<file path="src/hw/rtl/arp_responder_with_aging_cache_unit_defines.svh">
// Assertion macros shared by the ARP responder RTL.
// Depends on nothing; included by the top level only.
`ifndef ARP_RESPONDER_WITH_AGING_CACHE_UNIT_DEFINES_SVH
`define ARP_RESPONDER_WITH_AGING_CACHE_UNIT_DEFINES_SVH

// Implication checked on every edge outside reset.
`define ARC_ASSERT_IMP(lbl, ante, cons, msg) \
  lbl: assert property (@(posedge clk) disable iff (!rst_n) (ante) |-> (cons)) \
    else $error(msg);

// Implication whose consequent is checked in the next cycle.
`define ARC_ASSERT_NXT(lbl, ante, cons, msg) \
  lbl: assert property (@(posedge clk) disable iff (!rst_n) (ante) |=> (cons)) \
    else $error(msg);

`endif

</file>
<file path="src/hw/rtl/arc_pkg.sv">
// Package of the ARP responder: constants, status codes and shared types.
// Depends on nothing.
package arc_pkg;

  localparam int CacheEntriesDefault = 16;
  localparam logic [31:0] DefaultIpReset = 32'd167772687;
  localparam logic [31:0] TimeoutReset   = 32'd300000;
  localparam logic [10:0] MinFrameLen    = 11'd28;
  localparam logic [7:0]  HwLenEth       = 8'd6;
  localparam logic [7:0]  ProtoLenIpv4   = 8'd4;
  localparam logic [15:0] HwTypeEth      = 16'd1;
  localparam logic [15:0] ProtoTypeIpv4  = 16'h0800;
  localparam logic [15:0] OpRequest      = 16'd1;
  localparam logic [15:0] OpReply        = 16'd2;

  typedef enum logic [2:0] {
    REG_DEFAULT_IP = 3'd0,
    REG_INTF_IP = 3'd1,
    REG_LOCAL_IP = 3'd2,
    REG_OWN_MAC = 3'd3,
    REG_TIMEOUT = 3'd4
  } reg_idx_t;

  typedef enum logic [2:0] {
    ST_DROPPED = 3'd0,
    ST_LEARNED = 3'd1,
    ST_LEARNED_REPLY = 3'd2,
    ST_IGNORED = 3'd3,
    ST_HIT = 3'd4,
    ST_MISS = 3'd5
  } status_t;

  // Classified operation handed from front to back.
  typedef enum logic [1:0] {
    OP_QUERY = 2'd0,
    OP_DROP = 2'd1,
    OP_LEARN = 2'd2,
    OP_IGNORE = 2'd3
  } op_t;

  typedef enum logic [1:0] {
    BK_IDLE = 2'd0,
    BK_SCAN = 2'd1,
    BK_DONE = 2'd2
  } bk_state_t;

  typedef struct packed {
    op_t         op;
    logic        own_hit;
    logic        reply;
    logic [31:0] key_ip;
    logic [47:0] mac;
    logic [31:0] reply_sip;
    logic [47:0] now_ms;
  } job_t;

  typedef struct packed {
    logic [2:0]  status;
    logic        send_reply;
    logic [31:0] reply_src_ip;
    logic [47:0] reply_dst_mac;
    logic [31:0] reply_dst_ip;
    logic [47:0] found_mac;
    logic        cache_full;
  } res_t;

endpackage

</file>
<file path="src/hw/rtl/arc_if.sv">
// Valid/ready channel interfaces for input items, results and config writes.
// Depends on nothing.
interface arc_in_if;
  logic        valid;
  logic        ready;
  logic        kind;
  logic [10:0] frame_len;
  logic [15:0] hw_type;
  logic [15:0] ptype;
  logic [7:0]  hw_len;
  logic [7:0]  plen;
  logic [15:0] arp_op;
  logic [47:0] src_mac;
  logic [31:0] src_ip;
  logic [31:0] tgt_ip;
  logic [31:0] query_ip;
  logic [47:0] now_ms;
  modport source (output valid, kind, frame_len, hw_type, ptype, hw_len, plen,
                  arp_op, src_mac, src_ip, tgt_ip, query_ip, now_ms, input ready);
  modport sink (input valid, kind, frame_len, hw_type, ptype, hw_len, plen,
                arp_op, src_mac, src_ip, tgt_ip, query_ip, now_ms, output ready);
endinterface

interface arc_out_if;
  logic        valid;
  logic        ready;
  logic [2:0]  status;
  logic        send_reply;
  logic [31:0] reply_src_ip;
  logic [47:0] reply_dst_mac;
  logic [31:0] reply_dst_ip;
  logic [47:0] found_mac;
  logic        cache_full;
  modport source (output valid, status, send_reply, reply_src_ip, reply_dst_mac,
                  reply_dst_ip, found_mac, cache_full, input ready);
  modport sink (input valid, status, send_reply, reply_src_ip, reply_dst_mac,
                reply_dst_ip, found_mac, cache_full, output ready);
endinterface

interface arc_cfg_if;
  logic        valid;
  logic        ready;
  logic [2:0]  index;
  logic [47:0] data;
  modport source (output valid, index, data, input ready);
  modport sink (input valid, index, data, output ready);
endinterface

</file>
<file path="src/hw/rtl/arc_front.sv">
// Front end: validates and classifies one input word into a job.
// Depends on arc_pkg.
module arc_front import arc_pkg::*; (
  input  logic        clk,
  input  logic        rst_n,
  arc_in_if.sink      in_ch,
  input  logic [31:0] default_ip,
  input  logic [31:0] intf_ip,
  input  logic [31:0] local_ip,
  output logic        job_valid,
  input  logic        job_ready,
  output job_t        job
);
  logic   full_r;
  job_t   job_r;
  job_t   job_nxt;
  logic   if_set, bad;

  assign in_ch.ready = !full_r || job_ready;
  assign job_valid = full_r;
  assign job = job_r;

  // Classification of the incoming word.
  always_comb begin
    if_set = intf_ip != 32'd0;
    bad = in_ch.frame_len < MinFrameLen || in_ch.hw_type != HwTypeEth ||
          in_ch.ptype != ProtoTypeIpv4 || in_ch.hw_len != HwLenEth ||
          in_ch.plen != ProtoLenIpv4;
    job_nxt = '0;
    job_nxt.now_ms = in_ch.now_ms;
    job_nxt.mac = in_ch.src_mac;
    job_nxt.reply_sip = if_set ? intf_ip : default_ip;
    if (in_ch.kind) begin
      job_nxt.op = OP_QUERY;
      job_nxt.key_ip = in_ch.query_ip;
      job_nxt.own_hit = (if_set && in_ch.query_ip == intf_ip) ||
                        in_ch.query_ip == default_ip || in_ch.query_ip == local_ip;
    end else if (bad) begin
      job_nxt.op = OP_DROP;
    end else if (in_ch.arp_op == OpRequest || in_ch.arp_op == OpReply) begin
      job_nxt.op = OP_LEARN;
      job_nxt.key_ip = in_ch.src_ip;
      job_nxt.reply = in_ch.arp_op == OpRequest &&
                      ((if_set && in_ch.tgt_ip == intf_ip) ||
                       in_ch.tgt_ip == default_ip);
    end else begin
      job_nxt.op = OP_IGNORE;
    end
  end

  // One-entry queue between front and back.
  always_ff @(posedge clk) begin
    if (!rst_n) begin
      full_r <= 1'b0;
    end else if (in_ch.valid && in_ch.ready) begin
      full_r <= 1'b1;
    end else if (job_ready) begin
      full_r <= 1'b0;
    end
  end

  always_ff @(posedge clk) begin
    if (in_ch.valid && in_ch.ready) begin
      job_r <= job_nxt;
    end
  end
endmodule

</file>
<file path="src/hw/rtl/arc_back.sv">
// Back end: ages, searches and updates the cache one entry per cycle.
// Depends on arc_pkg.
module arc_back import arc_pkg::*; #(
  parameter int CACHE_ENTRIES = CacheEntriesDefault
) (
  input  logic        clk,
  input  logic        rst_n,
  input  logic        job_valid,
  output logic        job_ready,
  input  job_t        job,
  input  logic [47:0] own_mac,
  input  logic [31:0] age_limit,
  arc_out_if.source   out_ch
);
  localparam int IW = (CACHE_ENTRIES > 1) ? $clog2(CACHE_ENTRIES) : 1;
  localparam int CW = $clog2(CACHE_ENTRIES + 1);

  bk_state_t state_r, state_nxt;
  job_t      job_r;
  logic [CW-1:0] idx_r, idx_nxt;
  logic      found_r, found_nxt, free_r, free_nxt;
  logic [IW-1:0] hit_idx_r, hit_idx_nxt, free_idx_r, free_idx_nxt;
  logic [47:0] hit_mac_r, hit_mac_nxt;
  logic [CACHE_ENTRIES-1:0] valid_r, valid_nxt;
  logic [31:0] ip_mem [CACHE_ENTRIES];
  logic [47:0] mac_mem [CACHE_ENTRIES];
  logic [47:0] time_mem [CACHE_ENTRIES];
  logic [31:0] ip_rd_r;
  logic [47:0] mac_rd_r, time_rd_r;
  logic [IW-1:0] cur, rd_idx;
  logic [47:0] age;
  logic      live, wr_en;
  logic [IW-1:0] wr_idx;
  logic      out_valid_r;
  res_t      res_r, res_nxt;

  // The memory read is addressed by the next index, so the registered read data matches the current index.
  assign cur = idx_r[IW-1:0];
  assign rd_idx = idx_nxt[IW-1:0];
  assign age = job_r.now_ms - time_rd_r;
  assign job_ready = state_r == BK_IDLE;
  assign out_ch.valid = out_valid_r;
  assign out_ch.status = res_r.status;
  assign out_ch.send_reply = res_r.send_reply;
  assign out_ch.reply_src_ip = res_r.reply_src_ip;
  assign out_ch.reply_dst_mac = res_r.reply_dst_mac;
  assign out_ch.reply_dst_ip = res_r.reply_dst_ip;
  assign out_ch.found_mac = res_r.found_mac;
  assign out_ch.cache_full = res_r.cache_full;

  // Scan sequencer: one entry aged and compared per cycle, then the result formed and the cache written.
  always_comb begin
    state_nxt = state_r;
    idx_nxt = idx_r;
    found_nxt = found_r;
    free_nxt = free_r;
    hit_idx_nxt = hit_idx_r;
    free_idx_nxt = free_idx_r;
    hit_mac_nxt = hit_mac_r;
    valid_nxt = valid_r;
    live = 1'b0;
    wr_en = 1'b0;
    wr_idx = hit_idx_r;
    res_nxt = '0;
    case (state_r)
      BK_IDLE: begin
        if (job_valid) begin
          state_nxt = BK_SCAN;
          idx_nxt = '0;
          found_nxt = 1'b0;
          free_nxt = 1'b0;
        end
      end
      BK_SCAN: begin
        live = valid_r[cur] && age <= {16'd0, age_limit};
        valid_nxt[cur] = live;
        if (live && !found_r && ip_rd_r == job_r.key_ip) begin
          found_nxt = 1'b1;
          hit_idx_nxt = cur;
          hit_mac_nxt = mac_rd_r;
        end
        if (!live && !free_r) begin
          free_nxt = 1'b1;
          free_idx_nxt = cur;
        end
        if (idx_r == CW'(CACHE_ENTRIES - 1)) begin
          state_nxt = BK_DONE;
        end
        idx_nxt = idx_r + 1'b1;
      end
      BK_DONE: begin
        if (!out_valid_r || out_ch.ready) begin
          state_nxt = BK_IDLE;
          case (job_r.op)
            OP_QUERY: begin
              if (job_r.own_hit) begin
                res_nxt.status = ST_HIT;
                res_nxt.found_mac = own_mac;
              end else if (found_r) begin
                res_nxt.status = ST_HIT;
                res_nxt.found_mac = hit_mac_r;
              end else begin
                res_nxt.status = ST_MISS;
              end
            end
            OP_LEARN: begin
              res_nxt.status = job_r.reply ? ST_LEARNED_REPLY : ST_LEARNED;
              if (found_r) begin
                wr_en = 1'b1;
              end else if (free_r) begin
                wr_en = 1'b1;
                wr_idx = free_idx_r;
                valid_nxt[free_idx_r] = 1'b1;
              end else begin
                res_nxt.cache_full = 1'b1;
              end
              if (job_r.reply) begin
                res_nxt.send_reply = 1'b1;
                res_nxt.reply_src_ip = job_r.reply_sip;
                res_nxt.reply_dst_mac = job_r.mac;
                res_nxt.reply_dst_ip = job_r.key_ip;
              end
            end
            OP_IGNORE: res_nxt.status = ST_IGNORED;
            default: res_nxt.status = ST_DROPPED;
          endcase
        end
      end
      default: state_nxt = BK_IDLE;
    endcase
  end

  // Control registers.
  always_ff @(posedge clk) begin
    if (!rst_n) begin
      state_r <= BK_IDLE;
      valid_r <= '0;
      out_valid_r <= 1'b0;
    end else begin
      state_r <= state_nxt;
      valid_r <= valid_nxt;
      if (state_r == BK_DONE && state_nxt == BK_IDLE) begin
        out_valid_r <= 1'b1;
      end else if (out_ch.ready) begin
        out_valid_r <= 1'b0;
      end
    end
  end

  // Payload registers and entry storage with registered read.
  always_ff @(posedge clk) begin
    idx_r <= idx_nxt;
    found_r <= found_nxt;
    free_r <= free_nxt;
    hit_idx_r <= hit_idx_nxt;
    free_idx_r <= free_idx_nxt;
    hit_mac_r <= hit_mac_nxt;
    ip_rd_r <= ip_mem[rd_idx];
    mac_rd_r <= mac_mem[rd_idx];
    time_rd_r <= time_mem[rd_idx];
    if (job_valid && state_r == BK_IDLE) begin
      job_r <= job;
    end
    if (state_r == BK_DONE && state_nxt == BK_IDLE) begin
      res_r <= res_nxt;
    end
    if (wr_en) begin
      ip_mem[wr_idx] <= job_r.key_ip;
      mac_mem[wr_idx] <= job_r.mac;
      time_mem[wr_idx] <= job_r.now_ms;
    end
  end
endmodule

</file>
<file path="src/hw/rtl/arp_responder_with_aging_cache_unit.sv">
// Top level of the ARP responder with aging cache: config registers, front, back.
// Depends on arc_pkg, the channel interfaces, arc_front, arc_back and the macro header.
//
//   channel | dir | payload
//   in_ch   | in  | ARP packet fields or query, with now_ms
//   out_ch  | out | status, reply fields, found_mac, cache_full
//   cfg_ch  | in  | register index and write data
//
// Each item passes the back end's idle, scan and done states: the entry scan that ages,
// searches and finds a free slot visits one entry per cycle. The front queue holds one
// word so the next item can enter during the scan. Reset is synchronous and clears all
// entry valid bits at once. A stalled result holds the back end in its final state.
`include "arp_responder_with_aging_cache_unit_defines.svh"
module arp_responder_with_aging_cache_unit import arc_pkg::*; #(
  parameter int CACHE_ENTRIES = CacheEntriesDefault
) (
  input  logic       clk,
  input  logic       rst_n,
  arc_in_if.sink     in_ch,
  arc_out_if.source  out_ch,
  arc_cfg_if.sink    cfg_ch
);
  logic [31:0] default_ip_r, intf_ip_r, local_ip_r, timeout_r;
  logic [47:0] own_mac_r;
  logic        job_valid, job_ready;
  job_t        job;

  assign cfg_ch.ready = 1'b1;

  // Configuration registers.
  always_ff @(posedge clk) begin
    if (!rst_n) begin
      default_ip_r <= DefaultIpReset;
      intf_ip_r <= '0;
      local_ip_r <= '0;
      own_mac_r <= '0;
      timeout_r <= TimeoutReset;
    end else if (cfg_ch.valid) begin
      case (cfg_ch.index)
        REG_DEFAULT_IP: default_ip_r <= cfg_ch.data[31:0];
        REG_INTF_IP: intf_ip_r <= cfg_ch.data[31:0];
        REG_LOCAL_IP: local_ip_r <= cfg_ch.data[31:0];
        REG_OWN_MAC: own_mac_r <= cfg_ch.data;
        REG_TIMEOUT: timeout_r <= cfg_ch.data[31:0];
        default: ;
      endcase
    end
  end

  arc_front u_front (
    .clk, .rst_n, .in_ch,
    .default_ip(default_ip_r), .intf_ip(intf_ip_r), .local_ip(local_ip_r),
    .job_valid, .job_ready, .job
  );

  arc_back #(.CACHE_ENTRIES(CACHE_ENTRIES)) u_back (
    .clk, .rst_n, .job_valid, .job_ready, .job,
    .own_mac(own_mac_r), .age_limit(timeout_r), .out_ch
  );

  // A reply is only ever flagged with the learned-and-reply status.
  `ARC_ASSERT_IMP(a_reply_status, out_ch.valid && out_ch.send_reply,
                  out_ch.status == ST_LEARNED_REPLY, "reply without matching status")
  // A job handed to the back end leaves the front queue the next cycle unless refilled.
  `ARC_ASSERT_NXT(a_job_taken, job_valid && job_ready && !in_ch.valid, !job_valid,
                  "front queue did not drain")
  // Cache-full only occurs on learning statuses.
  `ARC_ASSERT_IMP(a_full_learn, out_ch.valid && out_ch.cache_full,
                  out_ch.status == ST_LEARNED || out_ch.status == ST_LEARNED_REPLY,
                  "cache_full on wrong status")
endmodule

</file>
<file path="src/flat_wrapper.sv">
// flat-port wrapper written by rule: the top's interface ports become plain ports
module arp_responder_with_aging_cache_unit_flat import arc_pkg::*;
#(
  parameter int CACHE_ENTRIES = CacheEntriesDefault
)
  (clk, rst_n, in_ch_valid, in_ch_kind, in_ch_frame_len, in_ch_hw_type, in_ch_ptype, in_ch_hw_len, in_ch_plen, in_ch_arp_op, in_ch_src_mac, in_ch_src_ip, in_ch_tgt_ip, in_ch_query_ip, in_ch_now_ms, in_ch_ready, out_ch_valid, out_ch_status, out_ch_send_reply, out_ch_reply_src_ip, out_ch_reply_dst_mac, out_ch_reply_dst_ip, out_ch_found_mac, out_ch_cache_full, out_ch_ready, cfg_ch_valid, cfg_ch_index, cfg_ch_data, cfg_ch_ready);
  arc_in_if in_ch_i ();
  arc_out_if out_ch_i ();
  arc_cfg_if cfg_ch_i ();
  input  logic clk;
  input  logic rst_n;
  input wire logic [$bits(in_ch_i.valid)-1:0] in_ch_valid;
  input wire logic [$bits(in_ch_i.kind)-1:0] in_ch_kind;
  input wire logic [$bits(in_ch_i.frame_len)-1:0] in_ch_frame_len;
  input wire logic [$bits(in_ch_i.hw_type)-1:0] in_ch_hw_type;
  input wire logic [$bits(in_ch_i.ptype)-1:0] in_ch_ptype;
  input wire logic [$bits(in_ch_i.hw_len)-1:0] in_ch_hw_len;
  input wire logic [$bits(in_ch_i.plen)-1:0] in_ch_plen;
  input wire logic [$bits(in_ch_i.arp_op)-1:0] in_ch_arp_op;
  input wire logic [$bits(in_ch_i.src_mac)-1:0] in_ch_src_mac;
  input wire logic [$bits(in_ch_i.src_ip)-1:0] in_ch_src_ip;
  input wire logic [$bits(in_ch_i.tgt_ip)-1:0] in_ch_tgt_ip;
  input wire logic [$bits(in_ch_i.query_ip)-1:0] in_ch_query_ip;
  input wire logic [$bits(in_ch_i.now_ms)-1:0] in_ch_now_ms;
  output wire logic [$bits(in_ch_i.ready)-1:0] in_ch_ready;
  output wire logic [$bits(out_ch_i.valid)-1:0] out_ch_valid;
  output wire logic [$bits(out_ch_i.status)-1:0] out_ch_status;
  output wire logic [$bits(out_ch_i.send_reply)-1:0] out_ch_send_reply;
  output wire logic [$bits(out_ch_i.reply_src_ip)-1:0] out_ch_reply_src_ip;
  output wire logic [$bits(out_ch_i.reply_dst_mac)-1:0] out_ch_reply_dst_mac;
  output wire logic [$bits(out_ch_i.reply_dst_ip)-1:0] out_ch_reply_dst_ip;
  output wire logic [$bits(out_ch_i.found_mac)-1:0] out_ch_found_mac;
  output wire logic [$bits(out_ch_i.cache_full)-1:0] out_ch_cache_full;
  input wire logic [$bits(out_ch_i.ready)-1:0] out_ch_ready;
  input wire logic [$bits(cfg_ch_i.valid)-1:0] cfg_ch_valid;
  input wire logic [$bits(cfg_ch_i.index)-1:0] cfg_ch_index;
  input wire logic [$bits(cfg_ch_i.data)-1:0] cfg_ch_data;
  output wire logic [$bits(cfg_ch_i.ready)-1:0] cfg_ch_ready;
  assign in_ch_i.valid = in_ch_valid;
  assign in_ch_i.kind = in_ch_kind;
  assign in_ch_i.frame_len = in_ch_frame_len;
  assign in_ch_i.hw_type = in_ch_hw_type;
  assign in_ch_i.ptype = in_ch_ptype;
  assign in_ch_i.hw_len = in_ch_hw_len;
  assign in_ch_i.plen = in_ch_plen;
  assign in_ch_i.arp_op = in_ch_arp_op;
  assign in_ch_i.src_mac = in_ch_src_mac;
  assign in_ch_i.src_ip = in_ch_src_ip;
  assign in_ch_i.tgt_ip = in_ch_tgt_ip;
  assign in_ch_i.query_ip = in_ch_query_ip;
  assign in_ch_i.now_ms = in_ch_now_ms;
  assign in_ch_ready = in_ch_i.ready;
  assign out_ch_valid = out_ch_i.valid;
  assign out_ch_status = out_ch_i.status;
  assign out_ch_send_reply = out_ch_i.send_reply;
  assign out_ch_reply_src_ip = out_ch_i.reply_src_ip;
  assign out_ch_reply_dst_mac = out_ch_i.reply_dst_mac;
  assign out_ch_reply_dst_ip = out_ch_i.reply_dst_ip;
  assign out_ch_found_mac = out_ch_i.found_mac;
  assign out_ch_cache_full = out_ch_i.cache_full;
  assign out_ch_i.ready = out_ch_ready;
  assign cfg_ch_i.valid = cfg_ch_valid;
  assign cfg_ch_i.index = cfg_ch_index;
  assign cfg_ch_i.data = cfg_ch_data;
  assign cfg_ch_ready = cfg_ch_i.ready;
  arp_responder_with_aging_cache_unit #(.CACHE_ENTRIES(CACHE_ENTRIES)) u_core (.clk(clk), .rst_n(rst_n), .in_ch(in_ch_i), .out_ch(out_ch_i), .cfg_ch(cfg_ch_i));
endmodule
</file>
<file path="config.mk">
export PLATFORM = sky130hd
export DESIGN_NAME = arp_responder_with_aging_cache_unit_flat
export DESIGN_NICKNAME = d
export VERILOG_FILES = /design/src/hw/rtl/arc_pkg.sv /design/src/hw/rtl/arc_if.sv /design/src/hw/rtl/arc_front.sv /design/src/hw/rtl/arc_back.sv /design/src/hw/rtl/arp_responder_with_aging_cache_unit.sv /design/src/flat_wrapper.sv
export VERILOG_INCLUDE_DIRS = /design/src /design/src/hw/rtl
export SDC_FILE = /design/constraint.sdc
export NUM_CORES = 2
export LEC_CHECK = 0
export ABC_AREA = 1
export ABC_CLOCK_PERIOD_IN_PS = 11370
export BUFFER_PORTS_ARGS = -buffer_cell sky130_fd_sc_hd__buf_2
export CAP_MARGIN = 40
export CORE_MARGIN = 10
export CORE_UTILIZATION = 40
export DETAILED_ROUTE_END_ITERATION = 7
export RECOVER_POWER = 25
export SYNTH_ARGS = -nofsm -noshare
export SYNTH_HDL_FRONTEND = slang
export SYNTH_HIERARCHICAL = 1
export SYNTH_SLANG_ARGS = --single-unit
</file>
<file path="constraint.sdc">
create_clock -name clk -period 11.37 [get_ports clk]
set_input_delay 0 -clock clk [delete_from_list [all_inputs] [get_ports clk]]
set_output_delay 0 -clock clk [all_outputs]
set_load 0.05 [all_outputs]
</file>
-- After elaboration in Yosys (flattened, before gate mapping)
Memories as Yosys holds them, arrays and structs flattened. A register that Yosys moved wholly into a read port is not among the register bits.
Index checks and enable logic that the tools add are counted.
- memories kept: 3
- logic and storage cells: 189
- input port bits: 324
- register bits: 752
- output and inout bits: 168
- memory bits (writable): 2048
- add/subtract/negate cells: 2
- reduce and logical (&&, ||, !) cells: 54
- $lt $le $gt $ge: 6
- bitwise gates (word level): 5
- equality and inequality tests: 28
- muxes and demuxes: 53
- memories (name ; words ; width ; rd ports ; clocked after memory_dff ; write ports ; RTL line ; source):
    u_core.u_back.mac_mem ; 16 ; 48 ; 1 ; 1 ; 1 ; arc_back.sv:26 ; logic [47:0] mac_mem [CACHE_ENTRIES];
    u_core.u_back.time_mem ; 16 ; 48 ; 1 ; 1 ; 1 ; arc_back.sv:27 ; logic [47:0] time_mem [CACHE_ENTRIES];
    u_core.u_back.ip_mem ; 16 ; 32 ; 1 ; 1 ; 1 ; arc_back.sv:25 ; logic [31:0] ip_mem [CACHE_ENTRIES];
- operators with widths (cell ; count):
    32-bit == test ; 6
    32-bit two-way mux ; 4
    113-bit two-way mux ; 1
    48-bit two-way mux ; 2
    16-bit two-way mux ; 4
    48-bit by 32-bit less-or-equal comparator with 1-bit output ; 1
    48-bit subtractor ; 1
    16-bit one-hot mux with 2 select lines ; 1
    32-bit nonzero test ; 1
    1-bit two-way mux ; 21
    4-bit two-way mux ; 5
    2-bit AND reduction ; 9
    16-bit bitwise mux ; 1
    16-bit by 1-bit == test with 1-bit output (second input constant) ; 1
    16-bit by 2-bit == test with 1-bit output (second input constant) ; 1
    16-bit by 1-bit != test with 1-bit output (second input constant) ; 1
    16-bit by 12-bit != test with 1-bit output (second input constant) ; 1
    8-bit by 3-bit != test with 1-bit output (second input constant) ; 2
    16-bit bitwise OR ; 1
    1-bit logical AND ; 12
    3-bit AND reduction ; 4
    11-bit by 5-bit less-than comparator with 1-bit output (second input constant) ; 1
    1-bit logical OR ; 10
    4-bit by 5-bit less-than comparator with 1-bit output (second input constant) ; 2
    29 further kinds ; 55

-- Depth between registers and ports, before layout
- depth in word-level cells: 10
- gate-level depth with buffers: 28
- mapped depth without buffers: 28

-- Hierarchy
Netlist, hierarchy kept.
- by module, submodules not included (module ; sequential area each (um^2) ; cells an instance ; times used ; area each (um^2)):
    arc_back ; 76173.1 ; 7879 ; 1 ; 101935.3
    arc_front ; 4944.7 ; 877 ; 1 ; 8539.4
    arp_responder_with_aging_cache_unit ; 3523.4 ; 1008 ; 1 ; 7074.3

-- Least setup slack after synthesis
OpenSTA, ideal clock, no wires.
- kind: register to register
- from: register u_core.u_back.state_r[1]
- to: memory u_core.u_back.ip_mem[0][0], enable pin
- slack: 1.220 ns
- library setup time: 0.617 ns
- data arrival time: 9.533 ns
- stages on the path, launching flop included: 13
- period minus slack after synthesis: 10.150 ns
- required time: 10.753 ns
- buffers on the path: 0
- path through: dfxtp_1 > inv_2 > nor2_4 > inv_2 > nor2_4 > inv_2 > nor3_2 > inv_2 > nor3_4 > inv_2 > o21ai_1 > nand2_1 > nor2_1
- cells in the longest elaborated chain, start to end: 4
- elaborated cells on any way between the ends: 5
- those cells by class: eq/ne (1); mux (4)
- ends and longest elaborated chain (item ; RTL line ; source):
    start, declared ; arc_back.sv:18 ; bk_state_t state_r, state_nxt;
    start signal, assigned ; arc_back.sv:140 ; state_r <= state_nxt;
    2-bit == test * ; arc_back.sv:65 ; case (state_r)
    1-bit two-way mux ; arc_back.sv:65 ;
    1-bit two-way mux ; arc_back.sv:167 ; if (wr_en) begin
    1-bit two-way mux (implied by the code) ; arc_back.sv:168 ; ip_mem[wr_idx] <= job_r.key_ip;
    end, declared ; arc_back.sv:25 ;
Mark *: on every way between the ends. The rest lies on a longest branch, timed or not.

-- Worst setup path after layout
- from: register u_core/u_back/job_r[30] (netlist name)
- to: register u_core.u_back.hit_mac_r[45], enable pin
- cells in the longest elaborated chain, start to end: 6
- ends and longest elaborated chain (item ; RTL line ; source):
    start, declared ; arc_back.sv:19 ; job_t job_r;
    start signal, assigned ; arc_back.sv:162 ; job_r <= job;
    48-bit subtractor ; arc_back.sv:40 ; assign age = job_r.now_ms - time_rd_r;
    48-bit by 32-bit less-or-equal comparator with 1-bit output ; arc_back.sv:75 ; live = valid_r[cur] && age <= {16'd0, age_limit};
    1-bit logical AND ; arc_back.sv:75 ;
    1-bit logical AND (2 in series) ; arc_back.sv:77 ; if (live && !found_r && ip_rd_r == job_r.key_ip) begin
    2-bit AND reduction (no source line) ; -- ;
    end signal, assigned ; arc_back.sv:157 ; hit_mac_r <= hit_mac_nxt;
    end, declared ; arc_back.sv:23 ; logic [47:0] hit_mac_r, hit_mac_nxt;
No other way between the ends.
A chain may end at the register's enable or synchronous reset.

==> results.sh <==
export IMPL_status="finished clean"
export IMPL_grt_pass1_wl_um=542000
export IMPL_powerDensity_nw_per_um2=219
export IMPL_root_buffer="clkbuf_16"
export IMPL_vias=81100
export IMPL_finalSetupTns_ns=0
export IMPL_viasPerCell=5.48
export IMPL_syn_nets=10200
export IMPL_drc=0
export IMPL_ir_drop_v=0.000208
export IMPL_worst_pin_slew_ns=1.26
export IMPL_dp_hpwl_um=222000
export IMPL_clk_latency_ns=0.93
export IMPL_setup_violations=0
export IMPL_fin_crit_sh=0.581
export IMPL_yosysWarnings=6
export IMPL_cp_start_kind="flip-flop"
export IMPL_synth_area_per_cell_um2=12.0
export IMPL_cts_tree="yes"
export IMPL_fin_nets=11000
export IMPL_cp_max_fo=39
export IMPL_ys_flop_type="edfxtp_1"
export IMPL_worstHoldPathCells=4
export IMPL_synth_most_common_cell="edfxtp_1"
export IMPL_die_x_um=562
export IMPL_ys_ff_latch=2928
export IMPL_dr_pass1_iters=6
export IMPL_die_y_um=562
export IMPL_synth_edf_count=2600
export IMPL_yosys_area_top_type="edfxtp_1"
export IMPL_nFillCells=25800
export IMPL_io_pin_count=492
export IMPL_relSlewSlack=0.159
export IMPL_holdWs_ns=0.121
export IMPL_path_clk_slew_ns=0.06
export IMPL_netlist_instances=9764
export IMPL_fin_skew_ns=0.0707
export IMPL_async_flop_share=0
export IMPL_dieArea_um2=316000
export IMPL_ys_types=54
export IMPL_path_delay_family="simple AND/OR/NAND/NOR gates"
export IMPL_antenna_found_initial=35
export IMPL_critical_path_max_stage_delay_ns=0.86
export IMPL_wirelength_um=377000
export IMPL_cpMaxStageDelayCell="edfxtp_1"
export IMPL_grtUsageTotal=0.228
export IMPL_crit_type="reg2reg"
export IMPL_synthToLayoutAreaGrowth_pct=18.5
export IMPL_grt_overflow=0
export IMPL_cp_depth=22
export IMPL_rsz0062_at_grt="no"
export IMPL_critPathRequiredTime_ns=11.90
export IMPL_ff2ff_path_depth=22
export IMPL_cp_num_buf_inv=2
export IMPL_drive_gt1_frac=0.118
export IMPL_port_buffers=488
export IMPL_gp_congestion=0.921
export IMPL_seq_area_frac_synth=0.720
export IMPL_grt_max_degree=234
export IMPL_start_util=0.403
export IMPL_drt_iter0_markers=9034
export IMPL_crit_top_cell="nand2_1"
export IMPL_crit_chain="ha_1, nand2_1, inv_1, a21oi_1, a21boi_0, nand2_1, a31oi_1, xnor2_1, ha_1, a21oi_1, o21a_1, nand2_1, a21oi_1, nand2_1, nand2_1, nand2_1, nor2_1, nand3_1, nor2_4, nand2_1, nor2_4, buf_4"
export IMPL_max_freq_ghz=0.151
export IMPL_antenna_left=0
export IMPL_rows=198
export IMPL_end_kind="flip-flop"
export IMPL_synth_area_um2=118000
export IMPL_synthTopCellsByArea="edfxtp_1, nor2_1, dfxtp_1"
export IMPL_cts_buffers=314
export IMPL_finalHoldViolations=0
export IMPL_cts_max_level=5
export IMPL_clockBufferDepth=4
export IMPL_clock_sinks=2928
export IMPL_slew_violations=0
export IMPL_min_path_type="in2reg"
export IMPL_netlist_top_cells_count="edfxtp_1, nor2_1, o21ai_0, nand2_1, inv_1"
export IMPL_dpl_cell_count=13800
export IMPL_first_global_vias=78700
export IMPL_min_period_ns=6.60
export IMPL_wl_per_cell_um=25.5
export IMPL_instances_no_fill=14800
export IMPL_yosys_area_top_type_share=0.664
export IMPL_cts_resized=0
export IMPL_p_leak_nw=48.7
export IMPL_cp_data_arrival_time_ns=7.13
export IMPL_core_um2=292000
export IMPL_maxCapViolations=0
[timing repair]
action | CTS | global route
buffers inserted | 0 | 0
endpoints found under the hold margin | 398 | 0
endpoints found under the setup margin | 0 | 0
hold buffers | 436 | 0
[per-stage QoR]
stage / area (um^2) / utilization / total power, mW / setup WS (ns)
6_report: 139000 / 0.477 / 30.5 / 4.77
5_1_grt: 139000 / 0.477 / 32.0 / 4.45
4_1_cts: 139000 / 0.477 / 30.7 / 4.80
3_5_place_dp: 124000 / 0.426 / 20.2 / 4.84
3_3_place_gp: 124000 / 0.424 / 20.0 / 4.94
2_1_floorplan: 118000 / - / 17.6 / 1.22
[cells by family (layout without fill, tap and decap cells)]
kind of cell / count (synthesis) / after routing / synth area share
other: 1 / 19 / 0.0000319
xor gates and xnor gates: 167 / 167 / 0.0124
DFF: 2928 / 2928 / 0.720
adders and majority gates: 85 / 85 / 0.00911
AOI/OAI and AO/OA: 2166 / 2166 / 0.105
and+or+nand+nor: 3306 / 3306 / 0.114
buffers and inverters: 1111 / 2218 / 0.0397
[worst paths after layout]
kind | slack, ns | to | from
max | 4.77 | u_core/u_back/hit_mac_r[45] | u_core/u_back/job_r[30]
min | 0.12 | u_core/u_front/job[136] | in_ch_src_ip[8]
max reg2reg | 4.77 | u_core/u_back/hit_mac_r[45] | u_core/u_back/job_r[30]
min reg2reg | 0.40 | u_core/u_back/job_r[27] | u_core/u_front/job[27]
[where the power goes]
group	leakage, nW	switching [mW]	internal, mW
Sequential	26.3	0.300	12.1
Combinational	17.2	5.41	2.34
Clock	5.10	4.30	6.11
[cell usage in the layout, fill, tap and decap left out, drive strengths merged]
cell type    count
a21o             2
fa               1
conb             1
dlygate4sd3    436
xor2            41
and3             1
inv            576
a31o             6
o21ai         1308
a31oi            5
nor2          1999
nand2          899
o211a            1
ha              84
o211ai          64
dfxtp          328
a21boi           4
nand3          277
o221ai          77
and2             2
o22ai          510
clkbuf         437
a22o             2
o21a            19
clkinv         105
nor3            12
a21oi          103
xnor2          126
edfxtp        2600
nand3b           7
or2             49
bufinv          33
diode           18
clkinvlp        18
nand4           52
a22oi           49
nor4             8
buf            613
o21bai          16
[sequential cells by signal, summed over array words and instances, names as in the netlist, 48 cells and up]
name,count
u_core/own_mac_r,48
u_core/u_back/hit_mac_r,48
u_core/u_back/ip_mem,512
u_core/u_back/job_r,164
u_core/u_back/mac_mem,768
u_core/u_back/mac_rd_r,48
u_core/u_back/out_ch.found_mac,48
u_core/u_back/out_ch.reply_dst_mac,48
u_core/u_back/time_mem,768
u_core/u_back/time_rd_r,48
u_core/u_front/job,164
[metal layers]
layer  vias to the layer above  track usage  wire (um)
li1                      36400            -          -
met1                     40400        0.311     155000
met2                      3614        0.370     177000
met3                       633       0.0369      30300
met4                         4       0.0805      14400
met5                         -            0         22
[final cells by class]
class                           count  area (um^2)  area share
Timing Repair Buffer             1071         8600      0.0617
Antenna cell                       18         45.0    0.000323
Clock inverter                    169         1940      0.0139
Multi-Input combinational cell   5725        28400       0.204
Clock buffer                      415         8580      0.0616
Sequential cell                  2928        84600       0.608
Inverter                          563         2160      0.0155
Tap cell                         3900         4880      0.0350
[tightest hold or removal path: stages]
cell and delay [ns]:
buf_2 0.08, nand4_1 0.21, nand2_1 0.11, dlygate4sd3_1 0.55
Power figures use the tool's default switching activity.
